`config.mk`:
```
export PLATFORM = sky130hd
export DESIGN_NAME = tea_half_round
export DESIGN_NICKNAME = d
export VERILOG_FILES = /design/src/sv/tea_pkg.sv /design/src/sv/tea_half_round.sv
export SDC_FILE = /design/constraint.sdc
export NUM_CORES = 1
export LEC_CHECK = 0
export ABC_AREA = 1
export BUFFER_PORTS_ARGS = -buffer_cell sky130_fd_sc_hd__buf_2
export CAP_MARGIN = 10
export CORE_ASPECT_RATIO = 0.9
export CORE_UTILIZATION = 35
export CTS_CLUSTER_DIAMETER = 200
export DETAILED_ROUTE_END_ITERATION = 10
export PLACE_DENSITY = 0.6
export SLEW_MARGIN = 20
export SYNTH_ARGS = -nofsm -noshare
export SYNTH_HDL_FRONTEND = slang
export SYNTH_SLANG_ARGS = --single-unit
export TNS_END_PERCENT = 50
```
`constraint.sdc`:
```
create_clock -name clk -period 7.45 [get_ports clk]
set_input_delay 0.745 -clock clk [delete_from_list [all_inputs] [get_ports clk]]
set_output_delay 0.745 -clock clk [all_outputs]
set_load 0.1 [all_outputs]
```
`src/sv/tea_pkg.sv`:
```
// shared types, constants and the round mixing function for the tea cipher
package tea_pkg;

  localparam int unsigned WordW = 32;
  localparam logic [WordW-1:0] Delta = 32'h9E37_79B9;

  localparam logic [WordW-1:0] KeyZeroRst = 32'd31337;
  localparam logic [WordW-1:0] KeyOneRst = 32'd62674;
  localparam logic [WordW-1:0] KeyTwoRst = 32'd125348;
  localparam logic [WordW-1:0] KeyThreeRst = 32'd250696;

  typedef enum logic {
    REQ_ENCRYPT = 1'b0,
    REQ_DECRYPT = 1'b1
  } req_t;

  typedef enum logic [1:0] {
    KEY_ZERO = 2'd0,
    KEY_ONE = 2'd1,
    KEY_TWO = 2'd2,
    KEY_THREE = 2'd3
  } key_idx_t;

  typedef struct packed {
    logic [WordW-1:0] k0;
    logic [WordW-1:0] k1;
    logic [WordW-1:0] k2;
    logic [WordW-1:0] k3;
  } key_t;

  typedef struct packed {
    logic valid;
    req_t req;
    logic [WordW-1:0] y;
    logic [WordW-1:0] z;
  } stage_t;

  function automatic logic [WordW-1:0] mix(
    input logic [WordW-1:0] v,
    input logic [WordW-1:0] sum,
    input logic [WordW-1:0] kl,
    input logic [WordW-1:0] kr
  );
    mix = ((v << 4) + kl) ^ (v + sum) ^ ((v >> 5) + kr);
  endfunction

endpackage

```
`src/sv/tea_half_round.sv`:
```
// one registered half round of the tea pipeline, encrypt or decrypt
module tea_half_round #(
  parameter bit HALF = 1'b0,
  parameter logic [31:0] SUM_ENC = 32'h0,
  parameter logic [31:0] SUM_DEC = 32'h0
) (
  input  logic            clk,
  input  logic            rst,
  input  tea_pkg::key_t   key,
  input  tea_pkg::stage_t stage_in,
  output tea_pkg::stage_t stage_out
);

  logic                      is_dec;
  logic                      upd_y;
  logic [tea_pkg::WordW-1:0] src;
  logic [tea_pkg::WordW-1:0] dst;
  logic [tea_pkg::WordW-1:0] kl;
  logic [tea_pkg::WordW-1:0] kr;
  logic [tea_pkg::WordW-1:0] sum;
  logic [tea_pkg::WordW-1:0] mixed;
  logic [tea_pkg::WordW-1:0] dst_next;

  always_comb begin
    is_dec = (stage_in.req == tea_pkg::REQ_DECRYPT);
    upd_y = (HALF == 1'b0) ? !is_dec : is_dec;
    src = upd_y ? stage_in.z : stage_in.y;
    dst = upd_y ? stage_in.y : stage_in.z;
    kl = upd_y ? key.k0 : key.k2;
    kr = upd_y ? key.k1 : key.k3;
    sum = is_dec ? SUM_DEC : SUM_ENC;
    mixed = tea_pkg::mix(src, sum, kl, kr);
    dst_next = is_dec ? (dst - mixed) : (dst + mixed);
  end

  always_ff @(posedge clk) begin
    if (rst) begin
      stage_out.valid <= 1'b0;
    end else begin
      stage_out.valid <= stage_in.valid;
    end
    stage_out.req <= stage_in.req;
    stage_out.y <= upd_y ? dst_next : stage_in.y;
    stage_out.z <= upd_y ? stage_in.z : dst_next;
  end

endmodule

```
==> impl_metrics.yaml, run 1 <==
status:
  status: "complete, no violations"
detailed_routing:
  vias: 14000
  routed_wl_um: 44300
  drc: 0
  drt_iter0_drc: 971
  via_per_inst: 4.95
  ant_nets: 0
  wl_per_cell_um: 15.6
  firstDrtPassIters: 5
clock_network:
  clockRootBuffer: "clkbuf_16"
  cts_sinks: 66
  cts_resized: 0
  postCtsSetupRepairBufs: 0
  path_clk_slew_ns: 0.06
  tritoncts: "done"
  postCtsHoldBufs: 0
  cts.path.max_buffers: 2
  cts_buffers: 9
  cts.htree.levels: 3
final_layout:
  fin_nets: 2696
  stdcell_count: 2832
  reg_top3: "stage_out x66"
  n_antenna_cell: 0
  multi_input_area_um2: 8680
  seq_area_um2: 1320
  design_area_um2: 13300
  final.fill_count: 3648
  largest_reg_flops: 66
  syn_to_final_growth_pct: 17.2
  drive_gt1_share_pct: 14.0
  top_register: "stage_out"
  fin_util_pct: 41.7
die:
  die_x_um: 192
  die_y_um: 173
  core_um2: 32000
  dieArea_um2: 33200
  rows: 62
  initial_core_util_pct: 35.6
  io_pins: 262
sta:
  setup_viol: 0
  drv_slew: 0
  worst_pin_slew_ns: 0.781
  finalSetupTns_ns: 0
  slew_headroom_pct: 47.6
  min_period_over_period_pct: 84.6
  fin_crit_ns: 6.30
  fmax_mhz: 159
  hold_violations: 0
  rsz0062_at_grt: "no"
place:
  dpl_cell_area_um2: 13100
  hpwlAfterDp_um: 39000
  io_buffers: 261
  gp_congestion: 1.00
  place_inst: 2816
worst_hold_path:
  hold_class: "input pin to flip-flop"
global_route:
  antenna_found_initial: 1
  grt_usage_pct: 26.2
  grt_overflow: 0
  grt_pass1_vias: 12600
  grt_pass1_wl_um: 67300
  grt_max_degree: 81
critical_path:
  endpoint: "stage_out[31]$_DFF_P_"
  startpoint: "stage_in[64]"
  critPathMaxFanout: 73
  worst_setup_path_end_kind: "flip-flop"
  critPathKind: "input pin to flip-flop"
  required_ns: 7.69
  startpoint_type: "input pin"
  crit_slowest_cell: "inv_4"
  critPathMostFrequentCell: "nand2_1"
  max_stage_delay_ns: 0.55
  cp_data_arrival_time_ns: 6.54
synthesis:
  synth_edf_count: 0
  synthDistinctLibCells: 42
  seq_area_frac_synth_pct: 11.6
  synth_area_per_cell_um2: 5.24
  syn_nets: 2457
  yosysWarnings: 0
  async_flop_share_pct: 0
  netlist_area_um2: 11400
  yosys_register_bits: 66
  syn_inst: 2172
  synth_flop_cell: "dfxtp_1"
power_and_ir_drop:
  p_leak_uw: 0.00806
  total_power_uw: 4320
  ir_drop_v: 0.000562
  power.density_nw_per_um2: 324
job:
  cap_violations: 0
kinds of logic after synthesis:
group                    after synthesis  synth area share [%]
AND/OR/NAND/NOR                     1380                  49.7
buffers and inverters                348                  12.1
AO/OA/AOI/OAI                        207                  10.1
adder cells (fa/ha/maj)               89                  9.99
XOR/XNOR                              79                  6.28
flip-flops                            66                  11.6
multiplexers                           3                 0.264
worst min-delay path by stage:
stage                      start                  endpoint  slack, ns  cells after the start
floorplan           stage_in[64]     stage_out[64]$_DFF_P_       0.77                      0
global placement             rst  stage_out[65]$_SDFF_PP0_       0.91                      2
detailed placement           rst  stage_out[65]$_SDFF_PP0_       0.91                      2
CTS                          rst  stage_out[65]$_SDFF_PP0_       0.56                      2
global route                 rst  stage_out[65]$_SDFF_PP0_       0.56                      2
finish                       rst  stage_out[65]$_SDFF_PP0_       0.57                      2
layout make-up:
| cell class | count | share of cell area, % |
|---|---|---|
| multi-input cells | 1758 | 65.1 |
| repair buffers | 269 | 10.4 |
| flip-flops and latches | 66 | 9.91 |
| inverters | 307 | 8.66 |
| well taps | 416 | 3.90 |
| clock buffers | 11 | 1.82 |
| clock inverters | 5 | 0.225 |
critical path: cells and delay by family:
family          cells  cell delay, ns
fa+ha+maj           2            0.62
simple gates       24            3.43
compound gates      1            0.14
buf+inv             9            1.56
metrics by stage:
| stage | worst slack, ns | hold slack [ns] |
|---|---|---|
| final | 1.15 | 0.565 |
| after global routing | 0.585 | 0.564 |
| after detailed placement | 0.915 | 0.912 |
| after floorplan | 1.60 | 0.773 |
| after global placement | 0.927 | 0.907 |
| after CTS | 1.25 | 0.558 |
synthesized netlist by cell type, types with 2 or more instances:
cell / count / area share, %
o211ai_1: 3 / 0.20
a21oi_1: 74 / 3.3
nor3_1: 12 / 0.53
nand2_2: 17 / 0.93
xor2_1: 42 / 3.2
mux2i_1: 3 / 0.26
nor4_1: 2 / 0.11
buf_6: 7 / 0.69
inv_2: 3 / 0.099
o21ai_2: 7 / 0.54
or2_2: 12 / 0.66
buf_1: 9 / 0.30
nor2_2: 10 / 0.55
nand3_1: 152 / 6.7
fa_1: 3 / 0.53
o21bai_1: 11 / 0.73
nand3b_1: 19 / 1.3
dfxtp_1: 66 / 12
xor2_2: 2 / 0.29
nor2_1: 142 / 4.7
o21ai_1: 7 / 0.31
clkbuf_1: 22 / 0.73
ha_1: 86 / 9.5
xnor2_1: 34 / 2.6
o21ai_0: 86 / 3.8
and2_1: 2 / 0.11
a31oi_1: 7 / 0.38
inv_1: 303 / 10
o21a_1: 2 / 0.13
a21o_1: 7 / 0.46
nand4_1: 30 / 1.6
nand2_1: 980 / 32
routing by layer:
layer,up-vias,part of all wire [%],GRT usage [%]
li1,7267,-,-
met1,6239,50,38.7
met2,460,42,40.0
met3,56,6.2,2.07
met4,0,2.5,7.32
met5,-,0,0
cell usage in the layout, fill, tap and decap left out, drive strengths merged, types with 2 or more instances in the layout:
| cell | netlist | routed |
|---|---|---|
| o21ai | 101 | 101 |
| buf | 19 | 269 |
| dfxtp | 66 | 66 |
| nand3 | 153 | 153 |
| o211ai | 3 | 3 |
| nor2 | 152 | 152 |
| clkbuf | 22 | 11 |
| o21bai | 11 | 11 |
| nor3 | 12 | 12 |
| and2 | 2 | 2 |
| ha | 86 | 86 |
| clkinv | 0 | 3 |
| a31oi | 7 | 7 |
| o21a | 2 | 2 |
| fa | 3 | 3 |
| clkinvlp | 0 | 2 |
| nor4 | 2 | 2 |
| nand3b | 19 | 19 |
| or2 | 12 | 12 |
| xor2 | 44 | 44 |
| xnor2 | 35 | 35 |
| nand4 | 30 | 30 |
| a21o | 7 | 7 |
| nand2 | 997 | 997 |
| mux2i | 3 | 3 |
| a21oi | 74 | 74 |
| inv | 307 | 307 |
power breakdown:
group	internal [µW]	switching (µW)
sequential	505	36.3
combinational	817	2570
clock	232	154
Note: power is estimated with default switching activity, not from simulation.
==> inputs of run 2 (changes only) <==
- PLACE_DENSITY: 0.6 -> 0.62
- clock period: 7.45 -> 5.6 ns (I/O delays scaled with it)
==> run 2 against run 1 <==
Net effect: utilization up 5.4 points; sequential share of layout area fell by 1.1 points; final cell count increased by 6.6%; critical path depth fell by 2; sequential power is 32% higher; worst hold slack worse by 0.19 ns; first-iteration DRC count is 16% lower; non-clock buffer count increased by 188; count of clock-buffer cells in the layout is 1 lower; flip-flop and latch count unchanged; largest power group unchanged.
==> impl_metrics.yaml, run 2 (synthesis results as in run 1) <==
power_and_ir_drop:
  switchingPower_uw: 3750
  intPower_uw: 2640
  pwr-share-clk_pct: 10.2
  power_frac_seq_pct: 11.2
  p_sw_share_pct: 58.7
  p_leak_uw: 0.00906
  ir_drop_v: 0.000662
  combPwrFrac_pct: 78.6
  power.density_nw_per_um2: 425
die:
  die_x_um: 192
  die_y_um: 173
  dieArea_um2: 33200
  io_pins: 262
  core_um2: 32000
  initial_core_util_pct: 35.6
  rows: 62
detailed_routing:
  firstDrtPassIters: 5
  routed_wl_um: 44600
  via_per_inst: 4.85
  wl_per_cell_um: 14.8
  drt_iter0_drc: 814
  drc: 0
  ant_nets: 0
  vias: 14600
sta:
  worst_pin_slew_ns: 0.503
  fin_crit_ns: 5.14
  min_period_over_period_pct: 91.8
  fmax_mhz: 194
  setup_viol: 0
  slew_headroom_pct: 66.7
  drv_slew: 0
  finalSetupTns_ns: 0
  hold_violations: 0
place:
  place_inst: 3003
  gp_congestion: 0.941
  hpwlAfterDp_um: 39400
  dpl_cell_area_um2: 14500
  io_buffers: 261
clock_network:
  postCtsHoldBufs: 0
  cts_sinks: 66
  cts_buffers: 9
  cts.htree.levels: 3
  tritoncts: "done"
  clockRootBuffer: "clkbuf_16"
  path_clk_slew_ns: 0.06
  cts.path.max_buffers: 2
critical_path:
  critPathMostFrequentCell: "nand2_1"
  cp_top_family: "simple AND/OR/NAND/NOR gates"
  required_ns: 5.83
  worst_setup_path_end_kind: "flip-flop"
  critPathKind: "input pin to flip-flop"
  cp_data_arrival_time_ns: 5.37
  startpoint_type: "input pin"
  critPathMaxFanout: 45
  crit_slowest_cell: "fa_2"
  crit_buf_inv: 4
  max_stage_delay_ns: 0.39
global_route:
  grt_pass1_vias: 13600
  antenna_found_initial: 2
  grt_overflow: 0
  grt_usage_pct: 26.6
  grt_pass1_wl_um: 68600
  grt_max_degree: 46
final_layout:
  mostFrequentLayoutCell: "nand2_1"
  syn_to_final_growth_pct: 32.3
  drive_gt1_share_pct: 21.7
  fin_util_pct: 47.1
  design_area_um2: 15100
  stdcell_count: 3020
  largest_reg_flops: 66
  mostFrequentLayoutCells: "971 x nand2_1, 303 x inv_1, 260 x buf_2"
  reg_top3: "stage_out x66"
  n_antenna_cell: 0
  fin_nets: 2884
  top_register: "stage_out"
worst_hold_path:
  hold_class: "input pin to flip-flop"
  min_to: "stage_out[65]$_SDFF_PP0_"
  holdCritStartpoint: "rst"
  hold_depth: 2
status:
  status: "complete, no violations"
job:
  cap_violations: 0
## run 2: cell count changes in the layout (fill, tap and decap cells not counted), moves of 4 or more
cell and change:
a21oi_2 +6, ha_1 -6, nand2_2 +9, ha_2 +5
nor2_1 -5, buf_4 +181, o21ai_0 -4, o21ai_2 +5
nand2_1 -9, a21oi_1 -6
## run 2: worst max path at each step
stage	endpoint	cells past startpoint	slack [ns]	startpoint
2_1_floorplan	stage_out[30]$_DFF_P_	37	0.03	stage_in[64]
3_3_place_gp	stage_out[63]$_DFF_P_	38	-0.06	stage_in[64]
3_5_place_dp	stage_out[63]$_DFF_P_	38	-0.09	stage_in[64]
4_1_cts	stage_out[63]$_DFF_P_	38	0.25	stage_in[64]
5_1_grt	stage_out[30]$_DFF_P_	37	-0.02	stage_in[64]
6_report	stage_out[30]$_DFF_P_	34	0.46	stage_in[64]
## run 2: per-stage QoR
| step | total power [µW] | hold slack [ns] | worst slack [ns] |
|---|---|---|---|
| 2_1_floorplan | 4230 | 0.588 | 0.0261 |
| 3_3_place_gp | 5640 | 0.721 | -0.0588 |
| 3_5_place_dp | 5670 | 0.727 | -0.0910 |
| 4_1_cts | 6340 | 0.367 | 0.253 |
| 5_1_grt | 6880 | 0.377 | -0.0198 |
| 6_report | 6400 | 0.376 | 0.458 |
## run 2: what timing repair did
action | CTS | global route
hold endpoints to repair | 0 | 0
resized for setup | 0 | 49
setup buffers | 0 | 1
setup endpoints to repair | 0 | 12
## run 2: power by group through the flow
stage                     logic, µW  registers, µW  clock network, µW
after floorplan                2030           2200                  0
after global placement         4920            723                  0
after detailed placement       4940            727                  0
after CTS                      4960            717                668
after global routing           5460            736                687
final                          5030            714                654
## run 2: routing by layer
| layer | GRT usage [%] | share of wire (%) | vias up |
|---|---|---|---|
| li1 | - | - | 7648 |
| met1 | 37.3 | 48 | 6450 |
| met4 | 8.46 | 2.7 | 2 |
| met5 | 0 | 0.029 | - |
| met2 | 41.9 | 42 | 478 |
| met3 | 3.06 | 6.7 | 65 |
## run 2: final cells by class
| cell class | instances | area, µm² |
|---|---|---|
| clock buffer | 10 | 239 |
| timing repair buffer | 457 | 2890 |
| tap | 416 | 520 |
| multi-input combinational | 1758 | 8820 |
| inverter | 307 | 1150 |
| clock inverter | 6 | 113 |
| sequential | 66 | 1320 |
| fill | 3502 | 16900 |
==> inputs of run 3 (changes only) <==
- PLACE_DENSITY: 0.62 -> 0.6
- TNS_END_PERCENT: 50 -> 5
- clock period: 5.6 -> 5.38 ns (I/O delays scaled with it)
==> run 3 against run 2 <==
Net effect: die area did not move; combinational power grew 12%; critical path type unchanged; flip-flop and latch count unchanged; largest cell class unchanged; first-iteration DRC count grew 21%.
==> impl_metrics.yaml, run 3 (synthesis results as in run 1) <==
detailed_routing:
  ant_nets: 0
  routed_wl_um: 47100
  drt_iter0_drc: 986
  vias: 15200
  firstDrtPassIters: 5
  wl_per_cell_um: 15.0
  drc: 0
  via_per_inst: 4.84
place:
  gp_congestion: 0.967
  io_buffers: 261
  place_inst: 3131
  hpwlAfterDp_um: 41500
  dp_slack_ns: -0.207
global_route:
  grt_max_degree: 39
  grt_pass1_wl_um: 71900
  grt_usage_pct: 27.6
  grt_overflow: 0
  grt_pass1_vias: 14100
  antenna_found_initial: 1
final_layout:
  top_register: "stage_out"
  mostFrequentLayoutCells: "961 x nand2_1, 312 x buf_4, 303 x inv_1"
  stdcell_count: 3149
  fin_nets: 3013
  largest_reg_flops: 66
  mostFrequentLayoutCell: "nand2_1"
  syn_to_final_growth_pct: 43.7
  reg_top3: "stage_out x66"
  n_antenna_cell: 0
  drive_gt1_share_pct: 27.3
die:
  die_x_um: 192
  core_um2: 32000
  rows: 62
  dieArea_um2: 33200
  initial_core_util_pct: 35.6
  die_y_um: 173
  io_pins: 262
critical_path:
  crit_slowest_cell: "ha_4"
  required_ns: 5.60
  critPathMaxFanout: 23
  max_stage_delay_ns: 0.34
  critPathMostFrequentCell: "nand2_1"
  cp_data_arrival_time_ns: 5.29
  worst_setup_path_end_kind: "flip-flop"
  startpoint_type: "input pin"
  critPathKind: "input pin to flip-flop"
sta:
  setup_viol: 0
  hold_violations: 0
  fmax_mhz: 197
  postLayoutSetupSlackWorst_ns: 0.310
  worst_pin_slew_ns: 0.560
  drv_slew: 0
  fin_crit_ns: 5.07
  min_period_over_period_pct: 94.2
  slew_headroom_pct: 62.3
  rsz0062_at_grt: "yes"
power_and_ir_drop:
  switchingPower_uw: 4040
  ir_drop_v: 0.000765
  p_leak_uw: 0.00970
  power_frac_seq_pct: 10.7
  pwr-share-clk_pct: 8.6
  intPower_uw: 2940
  combPwrFrac_pct: 80.7
  power.density_nw_per_um2: 427
  p_sw_share_pct: 57.9
clock_network:
  clockRootBuffer: "clkbuf_16"
  postCtsHoldBufs: 0
  cts_buffers: 9
  cts.path.max_buffers: 2
  cts.htree.levels: 3
  cts_sinks: 66
  tritoncts: "done"
  path_clk_slew_ns: 0.06
status:
  status: "complete, no violations"
worst_hold_path:
  hold_class: "input pin to flip-flop"
job:
  cap_violations: 0
-- run 3: critical path, delay by kind of cell --
kind,cells,cell delay [ns]
compound gates,8,1.14
simple gates,16,1.98
fa+ha+maj,2,0.63
buf+inv,6,0.80
xor+xnor,1,0.17
-- run 3: what timing repair did --
| action | in CTS | in global routing |
|---|---|---|
| gates resized for setup | 0 | 110 |
| setup endpoints to repair | 0 | 18 |
| buffers inserted | 0 | 1 |
| hold endpoints to repair | 0 | 0 |
-- run 3: layer usage --
metal	routed length, µm	global-route usage, %	vias to the layer above	part of all wire (%)
met2	20100	43.8	499	43
met4	666	4.82	0	1.4
met1	23400	40.6	6810	50
li1	-	-	7897	-
met5	0	0	-	0
met3	3010	2.54	35	6.4
-- run 3: final timing paths --
path	slack, ns	end	from	cells past startpoint
max	0.31	stage_out[30]$_DFF_P_	stage_in[64]	33
min	0.36	stage_out[65]$_SDFF_PP0_	rst	2
-- run 3: layout make-up --
cell class              count  area (µm²)
inverters                 307        1150
clock buffers              11         253
repair buffers            586        3940
multi-input cells        1758        9100
flip-flops and latches     66        1320
well taps                 416         520
clock inverters             5        60.1
fillers                  3376       15600
-- run 3: power by group through the flow --
stage,clock (µW),sequential (µW),combinational (µW)
after global placement,0,749,5430
after floorplan,0,2290,2110
after CTS,610,747,5460
after detailed placement,0,757,5450
after global routing,635,767,6090
final,601,745,5640
-- run 3: metrics by stage --
step	area (µm²)	hold WS (ns)	utilization, %	total power, µW	TNS [ns]
floorplan	11400	0.566	-	4400	0
global placement	15600	0.699	48.7	6170	-1.36
detailed placement	15600	0.702	48.7	6200	-1.37
CTS	15900	0.356	49.7	6820	0
global route	16300	0.357	51.2	7490	-0.516
finish	16300	0.359	51.2	6980	0
